--- config.mk ---
export PLATFORM = sky130hd
export DESIGN_NAME = pulse_metal_detect_qualifier
export DESIGN_NICKNAME = d
export VERILOG_FILES = /design/src/rtl/core/pmdq_pkg.sv /design/src/rtl/core/pmdq_divider.sv /design/src/rtl/core/pmdq_ema.sv /design/src/rtl/core/pulse_metal_detect_qualifier.sv
export SDC_FILE = /design/constraint.sdc
export NUM_CORES = 1
export LEC_CHECK = 0
export ABC_AREA = 1
export BUFFER_PORTS_ARGS = -buffer_cell sky130_fd_sc_hd__buf_2
export CORE_MARGIN = 1
export CORE_UTILIZATION = 50
export DETAILED_ROUTE_END_ITERATION = 8
export PLACE_DENSITY = 0.71
export REMOVE_ABC_BUFFERS = 1
export SYNTH_ARGS = -nofsm -noshare
export SYNTH_HDL_FRONTEND = slang
export SYNTH_SLANG_ARGS = --single-unit
--- constraint.sdc ---
create_clock -name clk -period 10.1 [get_ports clk]
set_input_delay 2.02 -clock clk [delete_from_list [all_inputs] [get_ports clk]]
set_output_delay 2.02 -clock clk [all_outputs]
set_load 0.1 [all_outputs]
--- src/rtl/core/pmdq_pkg.sv ---
// Shared types and constants of the pulse metal detect qualifier.
// Depends on nothing; used by all modules of the block.
`default_nettype none

package pmdq_pkg;

    localparam int SAMPLE_BITS_DEF   = 12;
    localparam int FRACTION_BITS_DEF = 8;

    localparam int WEIGHT_BITS    = 17;
    localparam int WEIGHT_FRAC    = 16;
    localparam int COUNT_BITS     = 16;
    localparam int CALIB_BITS     = 17;
    localparam int LEVEL_BITS     = 20;
    localparam int CFG_DATA_BITS  = 20;
    localparam int CFG_INDEX_BITS = 3;

    localparam logic [WEIGHT_BITS-1:0] WEIGHT_ONE = 17'h10000;

    localparam logic [COUNT_BITS-1:0]  DISCARD_RST     = 16'd0;
    localparam logic [COUNT_BITS-1:0]  CALIB_COUNT_RST = 16'd64;
    localparam logic [WEIGHT_BITS-1:0] BASE_WEIGHT_RST = 17'd64;
    localparam logic [WEIGHT_BITS-1:0] OUT_WEIGHT_RST  = 17'd16384;
    localparam logic [LEVEL_BITS-1:0]  DETECT_LVL_RST  = 20'd25600;
    localparam logic [LEVEL_BITS-1:0]  CLEAR_LVL_RST   = 20'd12800;
    localparam logic [COUNT_BITS-1:0]  DETECT_RUN_RST  = 16'd3;
    localparam logic [COUNT_BITS-1:0]  CLEAR_RUN_RST   = 16'd3;

    typedef enum logic [CFG_INDEX_BITS-1:0] {
        CFG_DISCARD     = 3'd0,
        CFG_CALIB_COUNT = 3'd1,
        CFG_BASE_WEIGHT = 3'd2,
        CFG_OUT_WEIGHT  = 3'd3,
        CFG_DETECT_LVL  = 3'd4,
        CFG_CLEAR_LVL   = 3'd5,
        CFG_DETECT_RUN  = 3'd6,
        CFG_CLEAR_RUN   = 3'd7
    } cfg_index_t;

    typedef enum logic [1:0] {
        MODE_NONE  = 2'd0,
        MODE_METAL = 2'd1,
        MODE_CALIB = 2'd2
    } mode_t;

    typedef enum logic [2:0] {
        SEQ_IDLE,
        SEQ_BASE,
        SEQ_DIV_WAIT,
        SEQ_BASE_EMA_WAIT,
        SEQ_FILT,
        SEQ_FILT_EMA_WAIT,
        SEQ_DECIDE,
        SEQ_WRITE
    } seq_state_t;

    // Handshake of a serial arithmetic unit back to the sequencer.
    typedef struct packed {
        logic busy;
        logic done;
    } unit_status_t;

endpackage

`default_nettype wire

--- src/rtl/core/pmdq_divider.sv ---
// Bit-serial restoring divider, one quotient bit per cycle.
// Depends on pmdq_pkg for the unit status type.
`default_nettype none

module pmdq_divider #(
    parameter int DIVIDEND_BITS = 37,
    parameter int DIVISOR_BITS  = 17,
    parameter int QUOTIENT_BITS = 20
) (
    input  wire logic                       clk,
    input  wire logic                       rst_n,
    input  wire logic                       start,
    input  wire logic [DIVIDEND_BITS-1:0]   dividend,
    input  wire logic [DIVISOR_BITS-1:0]    divisor,
    output pmdq_pkg::unit_status_t          status,
    output logic      [QUOTIENT_BITS-1:0]   quotient
);

    localparam int CNT_BITS = $clog2(DIVIDEND_BITS + 1);

    logic [DIVIDEND_BITS-1:0] dvd_reg;
    logic [DIVISOR_BITS-1:0]  dsr_reg;
    logic [DIVISOR_BITS-1:0]  rem_reg;
    logic [QUOTIENT_BITS-1:0] quo_reg;
    logic [CNT_BITS-1:0]      cnt_reg;
    logic                     busy_reg;
    logic                     done_reg;

    logic [DIVISOR_BITS:0]    trial;
    logic [DIVISOR_BITS:0]    diff;
    logic                     fits;

    // Bring down the next dividend bit and try to subtract the divisor.
    assign trial = {rem_reg, dvd_reg[DIVIDEND_BITS-1]};
    assign diff  = trial - {1'b0, dsr_reg};
    assign fits  = !diff[DIVISOR_BITS];

    always_ff @(posedge clk or negedge rst_n)
    begin
        if (!rst_n)
        begin
            busy_reg <= 1'b0;
            done_reg <= 1'b0;
            cnt_reg  <= '0;
        end
        else
        begin
            done_reg <= 1'b0;
            if (start)
            begin
                busy_reg <= 1'b1;
                cnt_reg  <= CNT_BITS'(DIVIDEND_BITS);
            end
            else if (busy_reg)
            begin
                cnt_reg <= cnt_reg - 1'b1;
                if (cnt_reg == CNT_BITS'(1))
                begin
                    busy_reg <= 1'b0;
                    done_reg <= 1'b1;
                end
            end
        end
    end

    always_ff @(posedge clk)
    begin
        if (start)
        begin
            dvd_reg <= dividend;
            dsr_reg <= divisor;
            rem_reg <= '0;
            quo_reg <= '0;
        end
        else if (busy_reg)
        begin
            dvd_reg <= {dvd_reg[DIVIDEND_BITS-2:0], 1'b0};
            rem_reg <= fits ? diff[DIVISOR_BITS-1:0] : trial[DIVISOR_BITS-1:0];
            quo_reg <= {quo_reg[QUOTIENT_BITS-2:0], fits};
        end
    end

    assign status.busy = busy_reg;
    assign status.done = done_reg;
    assign quotient    = quo_reg;

endmodule

`default_nettype wire

--- src/rtl/core/pmdq_ema.sv ---
// Bit-serial exponential average unit: y + round(w * (x - y) / 2^16).
// Depends on pmdq_pkg for weight widths and the unit status type.
`default_nettype none

module pmdq_ema #(
    parameter int VALUE_BITS = 21
) (
    input  wire logic                                  clk,
    input  wire logic                                  rst_n,
    input  wire logic                                  start,
    input  wire logic        [pmdq_pkg::WEIGHT_BITS-1:0] weight,
    input  wire logic signed [VALUE_BITS-1:0]          x,
    input  wire logic signed [VALUE_BITS-1:0]          y,
    output pmdq_pkg::unit_status_t                     status,
    output logic signed      [VALUE_BITS-1:0]          result
);

    localparam int WB       = pmdq_pkg::WEIGHT_BITS;
    localparam int WF       = pmdq_pkg::WEIGHT_FRAC;
    localparam int ACC_BITS = VALUE_BITS + 1 + WB;
    localparam int CNT_BITS = $clog2(WB + 1);
    localparam logic [ACC_BITS-1:0] ROUND_HALF = ACC_BITS'(1) << (WF - 1);

    logic [ACC_BITS-1:0]          addend_reg;
    logic [ACC_BITS-1:0]          acc_reg;
    logic [WB-1:0]                wt_reg;
    logic signed [VALUE_BITS-1:0] y_reg;
    logic [CNT_BITS-1:0]          cnt_reg;
    logic                         busy_reg;
    logic                         done_reg;

    logic [VALUE_BITS:0]          diff;
    logic [ACC_BITS-1:0]          rounded;

    assign diff    = {x[VALUE_BITS-1], x} - {y[VALUE_BITS-1], y};
    assign rounded = acc_reg + ROUND_HALF;

    always_ff @(posedge clk or negedge rst_n)
    begin
        if (!rst_n)
        begin
            busy_reg <= 1'b0;
            done_reg <= 1'b0;
            cnt_reg  <= '0;
        end
        else
        begin
            done_reg <= 1'b0;
            if (start)
            begin
                busy_reg <= 1'b1;
                cnt_reg  <= CNT_BITS'(WB);
            end
            else if (busy_reg)
            begin
                cnt_reg <= cnt_reg - 1'b1;
                if (cnt_reg == CNT_BITS'(1))
                begin
                    busy_reg <= 1'b0;
                    done_reg <= 1'b1;
                end
            end
        end
    end

    // One weight bit per cycle: add the shifted difference where the bit is set.
    always_ff @(posedge clk)
    begin
        if (start)
        begin
            addend_reg <= {{WB{diff[VALUE_BITS]}}, diff};
            acc_reg    <= '0;
            wt_reg     <= weight;
            y_reg      <= y;
        end
        else if (busy_reg)
        begin
            acc_reg    <= acc_reg + (wt_reg[0] ? addend_reg : '0);
            addend_reg <= {addend_reg[ACC_BITS-2:0], 1'b0};
            wt_reg     <= {1'b0, wt_reg[WB-1:1]};
        end
    end

    assign status.busy = busy_reg;
    assign status.done = done_reg;
    assign result      = y_reg + $signed(rounded[WF +: VALUE_BITS]);

endmodule

`default_nettype wire

--- src/rtl/core/pulse_metal_detect_qualifier.sv ---
// Pulse metal detect qualifier: takes one converter sample per excitation
// pulse and returns one result transaction per sample. While calibrating, the
// first discard_count samples are skipped and the baseline is the rounded mean
// of the samples after them, found by a bit-serial divider. Once
// calibrated, the baseline tracks the input by an exponential average. The
// sample minus the baseline then runs through a second exponential average
// whose first output copies its input. Both averages share one bit-serial
// multiply unit. A sample that enters the calibration mean starts the divider,
// waits on it, starts the filter average, waits on it, is decided, loads the
// result and returns to idle to take the next sample. A calibrated sample runs
// the baseline average in place of the divider, a discarded sample skips the
// baseline step, and the very first sample, whose filter copies through,
// skips the filter average. One sample is worked on at a time, and the input
// stalls for that span. A finished result waits in the output register, so the
// next sample is taken while the last result is still stalled; a result that
// is still waiting there when the next one is ready holds the sequencer in its
// final step for as long as the output stalls. The magnitude of the filter
// output drives a calibrating / no metal / metal state machine that needs a
// run of samples strictly above detect_level to enter the metal state and a
// run strictly below clear_level to leave it; a run length of zero acts as one.
// Configuration registers are written through the cfg_wr_en port; the user
// must write them only while the block is idle, which the block itself does
// not enforce. Depends on pmdq_pkg, pmdq_divider and pmdq_ema.
`default_nettype none

module pulse_metal_detect_qualifier #(
    parameter int SAMPLE_BITS   = pmdq_pkg::SAMPLE_BITS_DEF,
    parameter int FRACTION_BITS = pmdq_pkg::FRACTION_BITS_DEF
) (
    input  wire logic                                     clk,
    input  wire logic                                     rst_n,
    // configuration write port
    input  wire logic                                     cfg_wr_en,
    input  wire logic [pmdq_pkg::CFG_INDEX_BITS-1:0]      cfg_index,
    input  wire logic [pmdq_pkg::CFG_DATA_BITS-1:0]       cfg_wr_data,
    // sample channel
    input  wire logic                                     in_valid,
    output logic                                          in_stall,
    input  wire logic [SAMPLE_BITS-1:0]                   adc_sample,
    // result channel
    output logic                                          out_valid,
    input  wire logic                                     out_stall,
    output logic [SAMPLE_BITS-1:0]                        sample_echo,
    output logic signed [SAMPLE_BITS+FRACTION_BITS:0]     filtered_signal,
    output logic [SAMPLE_BITS+FRACTION_BITS-1:0]          baseline_level,
    output logic                                          calibrated,
    output logic [1:0]                                    detector_state
);

    localparam int SIG_BITS   = SAMPLE_BITS + FRACTION_BITS;
    localparam int FILT_BITS  = SIG_BITS + 1;
    localparam int CB         = pmdq_pkg::CALIB_BITS;
    localparam int NB         = pmdq_pkg::COUNT_BITS;
    localparam int WB         = pmdq_pkg::WEIGHT_BITS;
    localparam int LB         = pmdq_pkg::LEVEL_BITS;
    // At most 2^16 samples enter the sum before calibration completes.
    localparam int SUM_BITS   = NB + SAMPLE_BITS;
    localparam int DVD_BITS   = SUM_BITS + FRACTION_BITS + 1;
    localparam int CMP_BITS   = (FILT_BITS > LB) ? FILT_BITS : LB;
    localparam logic [CB-1:0] CALIB_MAX = '1;
    localparam logic [NB-1:0] RUN_MAX   = '1;

    // Configuration registers.
    logic [NB-1:0] discard_reg;
    logic [NB-1:0] calib_count_reg;
    logic [WB-1:0] base_weight_reg;
    logic [WB-1:0] out_weight_reg;
    logic [LB-1:0] detect_lvl_reg;
    logic [LB-1:0] clear_lvl_reg;
    logic [NB-1:0] detect_run_reg;
    logic [NB-1:0] clear_run_reg;

    // Sequencer and detector state.
    pmdq_pkg::seq_state_t state_reg, state_next;
    logic [SAMPLE_BITS-1:0]      sample_reg, sample_next;
    logic [SIG_BITS-1:0]         baseline_reg, baseline_next;
    logic signed [FILT_BITS-1:0] filter_reg, filter_next;
    logic                        primed_reg, primed_next;
    logic                        calib_done_reg, calib_done_next;
    logic [CB-1:0]               calib_cnt_reg, calib_cnt_next;
    logic [SUM_BITS-1:0]         calib_sum_reg, calib_sum_next;
    logic [NB-1:0]               enter_cnt_reg, enter_cnt_next;
    logic [NB-1:0]               leave_cnt_reg, leave_cnt_next;
    pmdq_pkg::mode_t             mode_reg, mode_next;

    // Result register.
    logic                        out_valid_reg, out_valid_next;
    logic                        out_load;
    logic [SAMPLE_BITS-1:0]      out_sample_reg;
    logic signed [FILT_BITS-1:0] out_filter_reg;
    logic [SIG_BITS-1:0]         out_baseline_reg;
    logic                        out_calib_reg;
    pmdq_pkg::mode_t             out_mode_reg;

    // Datapath helpers.
    logic [SIG_BITS-1:0]         xq;
    logic [CB-1:0]               cnt_inc;
    logic                        keep_sample;
    logic [CB-1:0]               mean_n;
    logic [SUM_BITS-1:0]         sum_add;
    logic [DVD_BITS-1:0]         dividend;
    logic signed [FILT_BITS-1:0] shifted;
    logic [FILT_BITS-1:0]        mag;
    logic                        div_start;
    logic                        ema_start;
    logic [WB-1:0]               ema_weight;
    logic signed [FILT_BITS-1:0] ema_x;
    logic signed [FILT_BITS-1:0] ema_y;
    logic signed [FILT_BITS-1:0] ema_result;
    logic [SIG_BITS-1:0]         quotient;
    pmdq_pkg::unit_status_t      div_status;
    pmdq_pkg::unit_status_t      ema_status;
    pmdq_pkg::mode_t             dec_mode;
    logic [NB-1:0]               dec_enter;
    logic [NB-1:0]               dec_leave;

    // ------------------------------------------------------------------
    // Configuration writes.
    // ------------------------------------------------------------------
    always_ff @(posedge clk or negedge rst_n)
    begin
        if (!rst_n)
        begin
            discard_reg     <= pmdq_pkg::DISCARD_RST;
            calib_count_reg <= pmdq_pkg::CALIB_COUNT_RST;
            base_weight_reg <= pmdq_pkg::BASE_WEIGHT_RST;
            out_weight_reg  <= pmdq_pkg::OUT_WEIGHT_RST;
            detect_lvl_reg  <= pmdq_pkg::DETECT_LVL_RST;
            clear_lvl_reg   <= pmdq_pkg::CLEAR_LVL_RST;
            detect_run_reg  <= pmdq_pkg::DETECT_RUN_RST;
            clear_run_reg   <= pmdq_pkg::CLEAR_RUN_RST;
        end
        else if (cfg_wr_en)
        begin
            unique case (pmdq_pkg::cfg_index_t'(cfg_index))
                pmdq_pkg::CFG_DISCARD:     discard_reg     <= cfg_wr_data[NB-1:0];
                pmdq_pkg::CFG_CALIB_COUNT: calib_count_reg <= cfg_wr_data[NB-1:0];
                pmdq_pkg::CFG_BASE_WEIGHT: base_weight_reg <= cfg_wr_data[WB-1:0];
                pmdq_pkg::CFG_OUT_WEIGHT:  out_weight_reg  <= cfg_wr_data[WB-1:0];
                pmdq_pkg::CFG_DETECT_LVL:  detect_lvl_reg  <= cfg_wr_data[LB-1:0];
                pmdq_pkg::CFG_CLEAR_LVL:   clear_lvl_reg   <= cfg_wr_data[LB-1:0];
                pmdq_pkg::CFG_DETECT_RUN:  detect_run_reg  <= cfg_wr_data[NB-1:0];
                pmdq_pkg::CFG_CLEAR_RUN:   clear_run_reg   <= cfg_wr_data[NB-1:0];
            endcase
        end
    end

    // ------------------------------------------------------------------
    // Calibration arithmetic.
    // ------------------------------------------------------------------
    assign xq          = {sample_reg, {FRACTION_BITS{1'b0}}};
    assign cnt_inc     = (calib_cnt_reg == CALIB_MAX) ? calib_cnt_reg : calib_cnt_reg + 1'b1;
    assign keep_sample = cnt_inc > {1'b0, discard_reg};
    assign mean_n      = cnt_inc - {1'b0, discard_reg};
    assign sum_add     = calib_sum_reg + SUM_BITS'(sample_reg);
    // Mean with round half up: (sum * 2^F + n/2) / n.
    assign dividend    = {1'b0, sum_add, {FRACTION_BITS{1'b0}}}
                       + DVD_BITS'(mean_n[CB-1:1]);

    assign shifted = $signed({1'b0, xq}) - $signed({1'b0, baseline_reg});

    // The shared average unit works on the baseline or on the output filter.
    always_comb
    begin
        if (state_reg == pmdq_pkg::SEQ_BASE)
        begin
            ema_weight = (base_weight_reg > pmdq_pkg::WEIGHT_ONE) ?
                         pmdq_pkg::WEIGHT_ONE : base_weight_reg;
            ema_x      = $signed({1'b0, xq});
            ema_y      = $signed({1'b0, baseline_reg});
        end
        else
        begin
            ema_weight = (out_weight_reg > pmdq_pkg::WEIGHT_ONE) ?
                         pmdq_pkg::WEIGHT_ONE : out_weight_reg;
            ema_x      = shifted;
            ema_y      = filter_reg;
        end
    end

    pmdq_divider #(
        .DIVIDEND_BITS (DVD_BITS),
        .DIVISOR_BITS  (CB),
        .QUOTIENT_BITS (SIG_BITS)
    ) u_divider (
        .clk      (clk),
        .rst_n    (rst_n),
        .start    (div_start),
        .dividend (dividend),
        .divisor  (mean_n),
        .status   (div_status),
        .quotient (quotient)
    );

    pmdq_ema #(
        .VALUE_BITS (FILT_BITS)
    ) u_ema (
        .clk    (clk),
        .rst_n  (rst_n),
        .start  (ema_start),
        .weight (ema_weight),
        .x      (ema_x),
        .y      (ema_y),
        .status (ema_status),
        .result (ema_result)
    );

    // ------------------------------------------------------------------
    // Detector decision on the new filter value. The sample that completes
    // calibration is judged in the no metal mode with cleared run counters.
    // ------------------------------------------------------------------
    assign mag = filter_reg[FILT_BITS-1] ? FILT_BITS'(-filter_reg) : filter_reg;

    always_comb
    begin
        dec_mode  = mode_reg;
        dec_enter = enter_cnt_reg;
        dec_leave = leave_cnt_reg;
        if (!calib_done_reg)
        begin
            dec_mode  = pmdq_pkg::MODE_CALIB;
            dec_enter = '0;
            dec_leave = '0;
        end
        else
        begin
            if (mode_reg == pmdq_pkg::MODE_CALIB)
            begin
                dec_mode  = pmdq_pkg::MODE_NONE;
                dec_enter = '0;
                dec_leave = '0;
            end
            unique case (dec_mode)
                pmdq_pkg::MODE_METAL:
                begin
                    if (CMP_BITS'(mag) < CMP_BITS'(clear_lvl_reg))
                    begin
                        dec_leave = (dec_leave == RUN_MAX) ? dec_leave : dec_leave + 1'b1;
                        if (dec_leave >= clear_run_reg)
                        begin
                            dec_mode  = pmdq_pkg::MODE_NONE;
                            dec_enter = '0;
                            dec_leave = '0;
                        end
                    end
                    else
                    begin
                        dec_leave = '0;
                    end
                end
                pmdq_pkg::MODE_NONE:
                begin
                    if (CMP_BITS'(mag) > CMP_BITS'(detect_lvl_reg))
                    begin
                        dec_enter = (dec_enter == RUN_MAX) ? dec_enter : dec_enter + 1'b1;
                        if (dec_enter >= detect_run_reg)
                        begin
                            dec_mode  = pmdq_pkg::MODE_METAL;
                            dec_enter = '0;
                            dec_leave = '0;
                        end
                    end
                    else
                    begin
                        dec_enter = '0;
                    end
                end
                default:
                begin
                    dec_mode = mode_reg;
                end
            endcase
        end
    end

    // ------------------------------------------------------------------
    // Sequencer: baseline, then output filter, then decision, then result.
    // ------------------------------------------------------------------
    always_comb
    begin
        state_next      = state_reg;
        sample_next     = sample_reg;
        baseline_next   = baseline_reg;
        filter_next     = filter_reg;
        primed_next     = primed_reg;
        calib_done_next = calib_done_reg;
        calib_cnt_next  = calib_cnt_reg;
        calib_sum_next  = calib_sum_reg;
        enter_cnt_next  = enter_cnt_reg;
        leave_cnt_next  = leave_cnt_reg;
        mode_next       = mode_reg;
        div_start       = 1'b0;
        ema_start       = 1'b0;
        out_load        = 1'b0;

        unique case (state_reg)
            pmdq_pkg::SEQ_IDLE:
            begin
                if (in_valid)
                begin
                    sample_next = adc_sample;
                    state_next  = pmdq_pkg::SEQ_BASE;
                end
            end
            pmdq_pkg::SEQ_BASE:
            begin
                if (!calib_done_reg)
                begin
                    calib_cnt_next = cnt_inc;
                    if (keep_sample)
                    begin
                        calib_sum_next = sum_add;
                        div_start      = 1'b1;
                        if (cnt_inc >= {1'b0, calib_count_reg})
                        begin
                            calib_done_next = 1'b1;
                        end
                        state_next = pmdq_pkg::SEQ_DIV_WAIT;
                    end
                    else
                    begin
                        // Discarded sample: baseline keeps its old value.
                        state_next = pmdq_pkg::SEQ_FILT;
                    end
                end
                else
                begin
                    ema_start  = 1'b1;
                    state_next = pmdq_pkg::SEQ_BASE_EMA_WAIT;
                end
            end
            pmdq_pkg::SEQ_DIV_WAIT:
            begin
                if (div_status.done)
                begin
                    baseline_next = quotient;
                    state_next    = pmdq_pkg::SEQ_FILT;
                end
            end
            pmdq_pkg::SEQ_BASE_EMA_WAIT:
            begin
                if (ema_status.done)
                begin
                    baseline_next = ema_result[SIG_BITS-1:0];
                    state_next    = pmdq_pkg::SEQ_FILT;
                end
            end
            pmdq_pkg::SEQ_FILT:
            begin
                if (!primed_reg)
                begin
                    filter_next = shifted;
                    primed_next = 1'b1;
                    state_next  = pmdq_pkg::SEQ_DECIDE;
                end
                else
                begin
                    ema_start  = 1'b1;
                    state_next = pmdq_pkg::SEQ_FILT_EMA_WAIT;
                end
            end
            pmdq_pkg::SEQ_FILT_EMA_WAIT:
            begin
                if (ema_status.done)
                begin
                    filter_next = ema_result;
                    state_next  = pmdq_pkg::SEQ_DECIDE;
                end
            end
            pmdq_pkg::SEQ_DECIDE:
            begin
                mode_next      = dec_mode;
                enter_cnt_next = dec_enter;
                leave_cnt_next = dec_leave;
                state_next     = pmdq_pkg::SEQ_WRITE;
            end
            pmdq_pkg::SEQ_WRITE:
            begin
                if (!out_valid_reg || !out_stall)
                begin
                    out_load   = 1'b1;
                    state_next = pmdq_pkg::SEQ_IDLE;
                end
            end
        endcase
    end

    always_comb
    begin
        if (out_load)
        begin
            out_valid_next = 1'b1;
        end
        else if (out_valid_reg && !out_stall)
        begin
            out_valid_next = 1'b0;
        end
        else
        begin
            out_valid_next = out_valid_reg;
        end
    end

    always_ff @(posedge clk or negedge rst_n)
    begin
        if (!rst_n)
        begin
            state_reg      <= pmdq_pkg::SEQ_IDLE;
            baseline_reg   <= '0;
            filter_reg     <= '0;
            primed_reg     <= 1'b0;
            calib_done_reg <= 1'b0;
            calib_cnt_reg  <= '0;
            calib_sum_reg  <= '0;
            enter_cnt_reg  <= '0;
            leave_cnt_reg  <= '0;
            mode_reg       <= pmdq_pkg::MODE_NONE;
            out_valid_reg  <= 1'b0;
        end
        else
        begin
            state_reg      <= state_next;
            baseline_reg   <= baseline_next;
            filter_reg     <= filter_next;
            primed_reg     <= primed_next;
            calib_done_reg <= calib_done_next;
            calib_cnt_reg  <= calib_cnt_next;
            calib_sum_reg  <= calib_sum_next;
            enter_cnt_reg  <= enter_cnt_next;
            leave_cnt_reg  <= leave_cnt_next;
            mode_reg       <= mode_next;
            out_valid_reg  <= out_valid_next;
        end
    end

    // Payload registers carry no reset.
    always_ff @(posedge clk)
    begin
        sample_reg <= sample_next;
        if (out_load)
        begin
            out_sample_reg   <= sample_reg;
            out_filter_reg   <= filter_reg;
            out_baseline_reg <= baseline_reg;
            out_calib_reg    <= calib_done_reg;
            out_mode_reg     <= mode_reg;
        end
    end

    assign in_stall        = (state_reg != pmdq_pkg::SEQ_IDLE);
    assign out_valid       = out_valid_reg;
    assign sample_echo     = out_sample_reg;
    assign filtered_signal = out_filter_reg;
    assign baseline_level  = out_baseline_reg;
    assign calibrated      = out_calib_reg;
    assign detector_state  = out_mode_reg;

endmodule

`default_nettype wire

### Yosys cells after proc, flatten, opt, wreduce, memory -nomap -nowiden

Index checks and enable logic that the tools add are counted.

* order comparisons: 8
* bitwise operators: 1
* $mul: 0
* reduce and logical (&&, ||, !) cells: 29
* add/sub/neg operators: 15
* eq/ne operators: 28
* shift-type cells: 0
* mux-type cells: 85
* divide/modulo/power cells: 0

Operator list (count)
* $mux 16: 16
* $mux 17: 7
* $mux 39: 3
* $mux 21: 5
* $mux 37: 2
* $pmux 16 s2: 2
* $pmux 21 s2: 1
* $mux 20: 2
* $pmux 20 s2: 1
* $add 39x39->39: 1
* $add 36x16->37: 1
* $add 37x16->37 const B: 1
* $gt 17x17->1 const B: 2
* $add 16x1->16 const B: 2
* $eq 16x16->1 const B: 2
* $ge 16x16->1: 2
* $add 28x12->28: 1
* $eq 3x3->1 const B: 8
* $mux 1: 24
* $pmux 3 s8: 1
* $reduce_and 2->1: 11
* $sub 21x21->22: 1
* $add 21x21->21: 1
* $gt 21x20->1: 1
* 36 further kinds: 68

* bits in latches: 0
* bits in registers: 554
* memories kept: 0
* memory bits (writable): 0
* memory bits (read-only): 0
* output and inout bits: 58
* input port bits: 40
* logic and storage cells: 205

### Longest topological paths before layout

Gate-level depths: netlist of the first run.

* depth after elaboration: 10
* gate-level depth with buffers: 32

### Cells and area by module

Synthesis of the first run repeated with hierarchy kept, for this count alone.

* cell total of the unflattened synthesis: 5154
* area, all modules: 37507.2 um^2

By module, submodules not included
* pulse_metal_detect_qualifier: cells an instance 3023, area an instance 22258.8 um^2, instances 1
* pmdq_ema: cells an instance 1493, area an instance 10139.7 um^2, instances 1
* pmdq_divider: cells an instance 638, area an instance 5108.6 um^2, instances 1

### Worst setup path before layout of the first run

OpenSTA, ideal clock, no wires.

* path kind: input port to flip-flop
* from: input out_stall
* to: register out_baseline_reg[0] (netlist: baseline_level[0]), enable pin
* setup slack: 4.918 ns
* stages on the path: 1
* library setup time: 0.489 ns
* data required time: 9.611 ns
* arrival time: 4.694 ns
* path through: a21oi_1

* word-level cells in the longest chain between the ends: 4

Ends and longest elaborated chain
* start: declaration: line pulse_metal_detect_qualifier.sv:42 `input wire logic out_stall,`
* $logic_not 1->1: line pulse_metal_detect_qualifier.sv:379 `if (!out_valid_reg || !out_stall)`
* $logic_or 1x1->1: line pulse_metal_detect_qualifier.sv:379
* $mux 1: line pulse_metal_detect_qualifier.sv:379
* $mux 1: line pulse_metal_detect_qualifier.sv:296 `unique case (state_reg)`
* end signal: assignment: line pulse_metal_detect_qualifier.sv:444 `out_baseline_reg <= baseline_reg;`
* end: declaration: line pulse_metal_detect_qualifier.sv:91 `logic [SIG_BITS-1:0] out_baseline_reg;`

Every way passes these cells.
A chain may end at the register's enable or synchronous reset.

### Worst setup path in the final report of the first run

* from: register calib_cnt_reg[0]
* to: register u_divider.done_reg

* word-level cells in the longest chain between the ends: 7
* elaborated cells on any way between the ends: 8
* those cells by class: add/sub: 1; order compare: 1; eq/ne: 1; mux: 5

Ends and longest elaborated chain
* start: declaration: line pulse_metal_detect_qualifier.sv:80 `logic [CB-1:0] calib_cnt_reg, calib_cnt_next;`
* start signal: assignment: line pulse_metal_detect_qualifier.sv:427 `calib_cnt_reg <= calib_cnt_next;`
* $add 17x1->17 / $eq 17x17->1 (equally long branches): line pulse_metal_detect_qualifier.sv:152 `assign cnt_inc = (calib_cnt_reg == CALIB_MAX) ? calib_cnt_reg : calib_cnt_reg + 1'b1;`
* $mux 17 (*): line pulse_metal_detect_qualifier.sv:152
* net cnt_inc[14]: line pulse_metal_detect_qualifier.sv:97 `logic [CB-1:0] cnt_inc;`
* $gt 17x16->1 (*): line pulse_metal_detect_qualifier.sv:153 `assign keep_sample = cnt_inc > {1'b0, discard_reg};`
* $mux 1 (*): line pulse_metal_detect_qualifier.sv:310 `if (keep_sample)`
* $mux 1 (*): line pulse_metal_detect_qualifier.sv:307 `if (!calib_done_reg)`
* $mux 1 (*): line pulse_metal_detect_qualifier.sv:296
* $mux 1 (*): line pmdq_divider.sv:49 `if (start)`
* end signal: assignment: line pmdq_divider.sv:43 `done_reg <= 1'b0;`
* end signal: assignment: line pmdq_divider.sv:48 `done_reg <= 1'b0;`
* end signal: assignment: line pmdq_divider.sv:60 `done_reg <= 1'b1;`
* end: declaration: line pmdq_divider.sv:27 `logic done_reg;`

Mark *: on every way through the listed nets, which the timed path passes. The rest lies on a longest branch.

==> results of run 1 <==
-- Yosys cell counts (all sizes together) (48+ instances only) --
cell / number
o21ai: 422
xnor2: 55
dfrtp: 266
a21oi: 292
nand3: 258
xor2: 135
ha: 238
nand4: 53
nand2: 1197
clkbuf: 106
inv: 671
edfxtp: 197
nor3: 58
a31oi: 48
dfxtp: 74
nor2: 353
-- path summary, 6_finish.rpt --
| path | start | endpoint | slack, ps | cells past startpoint |
|---|---|---|---|---|
| setup / recovery | calib_cnt_reg[0]$_DFFE_PN0P_ | u_divider.done_reg$_DFF_PN0_ | 4460 | 25 |
| hold / removal | filter_reg[0]$_DFFE_PN0P_ | filtered_signal[0]$_DFFE_PP_ | 460 | 0 |
| hold reg to reg | filter_reg[0]$_DFFE_PN0P_ | filtered_signal[0]$_DFFE_PP_ | 460 | 0 |
| setup reg to reg | calib_cnt_reg[0]$_DFFE_PN0P_ | u_divider.done_reg$_DFF_PN0_ | 4460 | 25 |
| max in group asynchronous | rst_n | calib_cnt_reg[12]$_DFFE_PN0P_ | 6530 | 3 |
| min in group asynchronous | rst_n | calib_sum_reg[23]$_DFFE_PN0P_ | 1500 | 1 |
-- metal layers --
| layer | track usage, % | wire, µm |
|---|---|---|
| met1 | 38.6 | 45300 |
| met2 | 45.7 | 47200 |
| met3 | 3.39 | 6540 |
| met4 | 9.07 | 3010 |
| met5 | 0 | 14 |
-- cells by family after synthesis --
kind of cell    count (synthesis)
buf+inv                       808
simple gates                 1983
xor+xnor                      190
flops                         550
compound gates                905
fa+ha+maj                     245
-- area by class of cell --
cell class                 instances  area (µm²)  area share (%)
sequential                       550       14400            36.7
inverter                         673        2530            6.45
timing repair buffer             122         683            1.74
multi-input combinational       3323       18200            46.5
clock inverter                    32         313           0.798
clock buffer                      87        1870            4.78
tap                              940        1180            3.00
-- power by group through the flow --
stage / combinational [W] / sequential, W / clock, W
2_1_floorplan: 0.00512 / 0.00378 / 0
3_3_place_gp: 0.00728 / 0.00373 / 0
3_5_place_dp: 0.00736 / 0.00374 / 0
4_1_cts: 0.00742 / 0.00370 / 0.00245
5_1_grt: 0.00837 / 0.00378 / 0.00254
6_report: 0.00750 / 0.00372 / 0.00242
-- through the flow --
stage | hold WS (ps) | util [%] | setup slack, ps
after global placement | 430 | 52.7 | 4570
final | 459 | 55.8 | 4460
after CTS | 459 | 55.8 | 4470
after floorplan | 425 | - | 3110
after global routing | 485 | 55.8 | 3820
after detailed placement | 444 | 52.7 | 4470
==> impl_metrics.toml, run 1 <==
[sta]
report.final.slew_viol_count = 0
worst_pin_slew_ps = 1150
timing_hold_violations_final = 0
relSlewSlack_pct = 23.4
max_freq_ghz = 0.177
rsz0062_at_grt = "no"
tns_ps = 0
post-route-period-util_pct = 55.8
clock_skew_ps = 35.2
fin_crit_ps = 5640
finalSetupViolations = 0

[critical_path]
start_kind = "flop"
critical_path.max_stage_delay_ps = 740
worstPathArrival_ps = 6120
crit_fanout = 89
cp-end-kind = "flop"
critical_path_class = "flop to flop"
path_delay_family = "simple AND/OR/NAND/NOR gates"
crit_path_top_delay_cell = "nor2_2"
cp.buffers_inverters = 4
crit_required_ps = 10580
timing.critical_path.mode_cell = "nand2_1"

[detailed_routing]
final_antenna_net_count = 0
vias = 31400
drc = 0
vias_per_cell = 5.48
wirelength_mm = 102
avgRoutedWirePerCell_um = 17.8
dr.pass1.iters = 6
first_iter_violations = 2667

[placement]
place_area_mm2 = 0.0370
io_buffers = 97
hpwl_mm = 76.2
globalplace.congestion = 0.993
placed_cells = 5608

[status]
status = "finished clean"

[die]
initial_core_util_pct = 50.8
ioPinCount = 98
die_area_mm2 = 0.0724
die_y_um = 269
core_mm2 = 0.0703
die_x_um = 269
num_rows = 97

[clock_tree]
ctsLongestPathBuffers = 3
clk_latency_ps = 610
cts_max_level = 3
numCtsBuffers = 66
cts-resized-gates = 0
ctsRootBufferMaster = "clkbuf_16"
cts_tree = "yes"
cts_hold_buf = 0
cts_sinks = 550
cts_setup_buffers = 0
clkTransAtPathRegs_ps = 60

[yosys]
synth_cell_types = 70
muxShareOfSynthArea_pct = 0
synth_compound_area_share_pct = 13.9
ys_ff_latch = 550
synth_top_family_by_area = "simple AND/OR/NAND/NOR gates"
syn-instance-count = 4681
synthAdderAreaFrac_pct = 8.74
synthFlopType = "dfrtp_1"
syn_area_mm2 = 0.0357
syn_area_per_cell_um2 = 7.62
async_flop_share_pct = 50.7
synth_top_area_share_pct = 18.7
synthTopCellsByArea = "dfrtp_1 (19%), edfxtp_1 (17%), nand2_1 (12%), ha_1 (8.3%), inv_1 (6.9%)"
synth-edff-count = 197
yosysSeqAreaShare_pct = 40.3
yosys.area_share.simple_pct = 23.6
yosys_warnings = 0
synth_area_leader_cell = "dfrtp_1"
synth-xor-area-share_pct = 4.71

[power]
ir_drop_uv = 197
powerDensity_mw_per_mm2 = 348
switching_share_pct = 48.5
p_leak_nw = 19.1
combPwrFrac_pct = 55.0
p_int_w = 0.00702
finalPower_w = 0.0136
p_clk_share_pct = 17.7
seqPwrFrac_pct = 27.3
p_switching_w = 0.00662

[grt]
antenna_found_initial = 1
grt_max_degree = 107
grt_overflow = 0
grt_pass1_vias = 29500
grt_pass1_wl_mm = 162
grt_usage_pct = 28.0

[flow_run]
maxCapViolCount = 0

[finish]
fin_nets = 5021
fillers = 6611
stdcell_count = 5727
drive_gt1_share_pct = 7.14
area_delta_synth_final_pct = 9.87
layout_common_cells = "nand2_1 (1171), inv_1 (658), o21ai_0 (397)"
stdcell_area_mm2 = 0.0392
layout_commonest_cell = "nand2_1"
diodes = 0

[worst_hold_path]
hp-class = "flop to flop"
Note: power is estimated with default switching activity, not from simulation.
==> run 2, diff against run 1 <==
Settings changed: ABC_AREA 1 to 0.
Clock period 10.1 ns to 5.3 ns, I/O delays scaled along.
==> run 2 against run 1 <==
Against the previous run: the flow now finishes with violations (setup timing); die area decreased by 7.0%; utilization increased by 2.0 points; synthesized cell count decreased by 26%; sequential cell count unchanged; total power increased by 61%; global-route usage decreased by 2.9 points; routed wire length decreased by 18%; combinational power increased by 44%; clock-buffer cell count increased by 3.
==> impl_metrics.toml, run 2 <==
[status]
status = "finished, violations left"
violations = "setup timing"

[finish]
fin_nets = 3945
area_delta_synth_final_pct = 14.6
diodes = 0
drive_gt1_share_pct = 15.0
layout_commonest_cell = "nand2_1"
layout_common_cells = "nand2_1 (404), nor2_1 (290), dfrtp_1 (264)"
stdcell_count = 4576
final_util_pct = 57.8
fillers = 5546

[yosys]
syn-instance-count = 3473
synthFlopType = "dfrtp_1"
synth_cell_types = 87
syn_area_mm2 = 0.0332
synth_area_leader_cell = "dfrtp_1"
synthTopCellsByArea = "dfrtp_1 (20%), edfxtp_1 (18%), ha_1 (9.0%), nand2_1 (4.6%), xnor2_1 (4.6%)"
synth-edff-count = 197
yosysSeqAreaShare_pct = 43.4
async_flop_share_pct = 50.7
syn_area_per_cell_um2 = 9.55
netlist_top_cells_count = "nand2_1 (408), nor2_1 (295), dfrtp_1 (266), ha_1 (238), o21ai_0 (237)"
yosys_warnings = 0
synth_top_area_share_pct = 20.1
yosysMostFrequentCell = "nand2_1"
ys_ff_latch = 550

[sta]
final.setup.worst_slack_ps = -275
report.final.slew_viol_count = 0
finalSetupViolations = 16
timing_hold_violations_final = 0
relSlewSlack_pct = 15.5
holdWs_ps = 462
tns_ps = -2430
worst_pin_slew_ps = 1260
fin_crit_ps = 5570
clock_skew_ps = 33.8
max_freq_ghz = 0.179
post-route-period-util_pct = 105
rsz0062_at_grt = "yes"

[clock_tree]
cts_hold_buf = 0
clkTransAtPathRegs_ps = 60
ctsRootBufferMaster = "clkbuf_16"
ctsLongestPathBuffers = 3
clk_latency_ps = 610
cts_max_level = 3
numCtsBuffers = 66
cts_tree = "yes"
cts_sinks = 550

[die]
core_mm2 = 0.0657
die_area_mm2 = 0.0674
num_rows = 94
initial_core_util_pct = 50.5
die_y_um = 260
ioPinCount = 98
die_x_um = 260

[grt]
grt_usage_pct = 25.1
grt_pass1_vias = 25000
antenna_found_initial = 2
grt_overflow = 0
grt_pass1_wl_mm = 135
grt_max_degree = 100

[critical_path]
cp-end-kind = "flop"
crit_fanout = 5
critical_path_class = "flop to flop"
critical_path.max_stage_delay_ps = 550
path_delay_family = "compound AO/OA/AOI/OAI gates"
start_kind = "flop"
crit_path_top_delay_cell = "a2111o_1"
cp.buffers_inverters = 2
crit_required_ps = 5660
worstPathArrival_ps = 5930

[flow_run]
maxCapViolCount = 0

[placement]
io_buffers = 97
hpwl_mm = 60.3
placed_cells = 4438
globalplace.congestion = 0.908

[power]
powerDensity_mw_per_mm2 = 578
finalPower_w = 0.0220
ir_drop_uv = 294
p_leak_nw = 17.2

[detailed_routing]
wirelength_mm = 83.9
first_iter_violations = 2057
dr.pass1.iters = 6
avgRoutedWirePerCell_um = 18.3
vias_per_cell = 5.68
final_antenna_net_count = 0
drc = 0
vias = 26000

[worst_hold_path]
hp-class = "input pin to asynchronous set/reset pin"
[run 2: cell types whose count changed in the layout (fill, tap and decap cells not counted), moves of 42 or more]
cell,before,now
inv_1,658,213
xnor2_1,54,167
xor2_1,134,92
nand2b_1,0,42
nand2_1,1171,404
mux2i_1,0,92
a21o_1,14,77
and2_1,4,53
o21ai_0,397,232
mux2_2,0,101
a21oi_1,289,158
buf_4,25,150
nand3_1,254,74
[run 2: path summary, 6_finish.rpt]
path,start,endpoint,slack [ps],depth (start not counted)
worst max register to register,calib_cnt_reg[7]$_DFFE_PN0P_,u_divider.dvd_reg[31]$_DFFE_PP_,-270,28
worst min register to register,u_ema.acc_reg[4]$_SDFFE_PP0P_,u_ema.acc_reg[4]$_SDFFE_PP0P_,480,2
min in group clk,u_ema.acc_reg[4]$_SDFFE_PP0P_,u_ema.acc_reg[4]$_SDFFE_PP0P_,480,2
max in group asynchronous,rst_n,u_divider.busy_reg$_DFF_PN0_,3640,2
worst min-delay path,rst_n,leave_cnt_reg[6]$_DFFE_PN0P_,460,1
worst max-delay path,calib_cnt_reg[7]$_DFFE_PN0P_,u_divider.dvd_reg[31]$_DFFE_PP_,-270,28
[run 2: final cells by class]
| type | count | area, µm² | share of cell area [%] |
|---|---|---|---|
| Inverter | 219 | 823 | 2.17 |
| Timing Repair Buffer | 253 | 1730 | 4.56 |
| Clock inverter | 30 | 297 | 0.780 |
| Clock buffer | 90 | 1930 | 5.08 |
| Sequential cell | 550 | 14400 | 37.9 |
| Multi-Input combinational cell | 2570 | 17700 | 46.7 |
| Tap cell | 864 | 1080 | 2.84 |
[run 2: what timing repair did]
item / in CTS / in global routing
pin swaps: 17 / 29
endpoints found under the setup margin: 22 / 50
cloned: 0 / 0
resized for setup: 24 / 31
buffers inserted: 7 / 11
[run 2: kinds of logic after synthesis]
group	count (synthesis)	synth area share, %
mux	193	6.20
xor+xnor	267	7.05
flops	550	43.4
compound gates	754	14.4
fa+ha+maj	245	9.40
buf+inv	353	4.00
simple gates	1111	15.6
[run 2: per-layer routing]
layer  share of wire, %  vias up  track usage, %
met1                 47    12500            35.9
met3                5.3      124            3.18
li1                   -    12700               -
met5              0.015        -               0
met4                2.5        2            7.92
met2                 45      693            39.4
[run 2: report_power, final]
| part | internal [W] | leakage, nW | switching [W] | total, W |
|---|---|---|---|---|
| clock network | 0.00277 | 1.08 | 0.00186 | 0.00463 |
| registers | 0.00569 | 6.05 | 0.000819 | 0.00651 |
| logic | 0.00434 | 10.0 | 0.00649 | 0.0108 |
[run 2: through the flow]
step	area (µm²)	setup WS (ps)
floorplan	32700	-1910
global placement	35400	-474
detailed placement	35400	-597
CTS	37800	-147
global route	38000	-568
finish	38000	-275
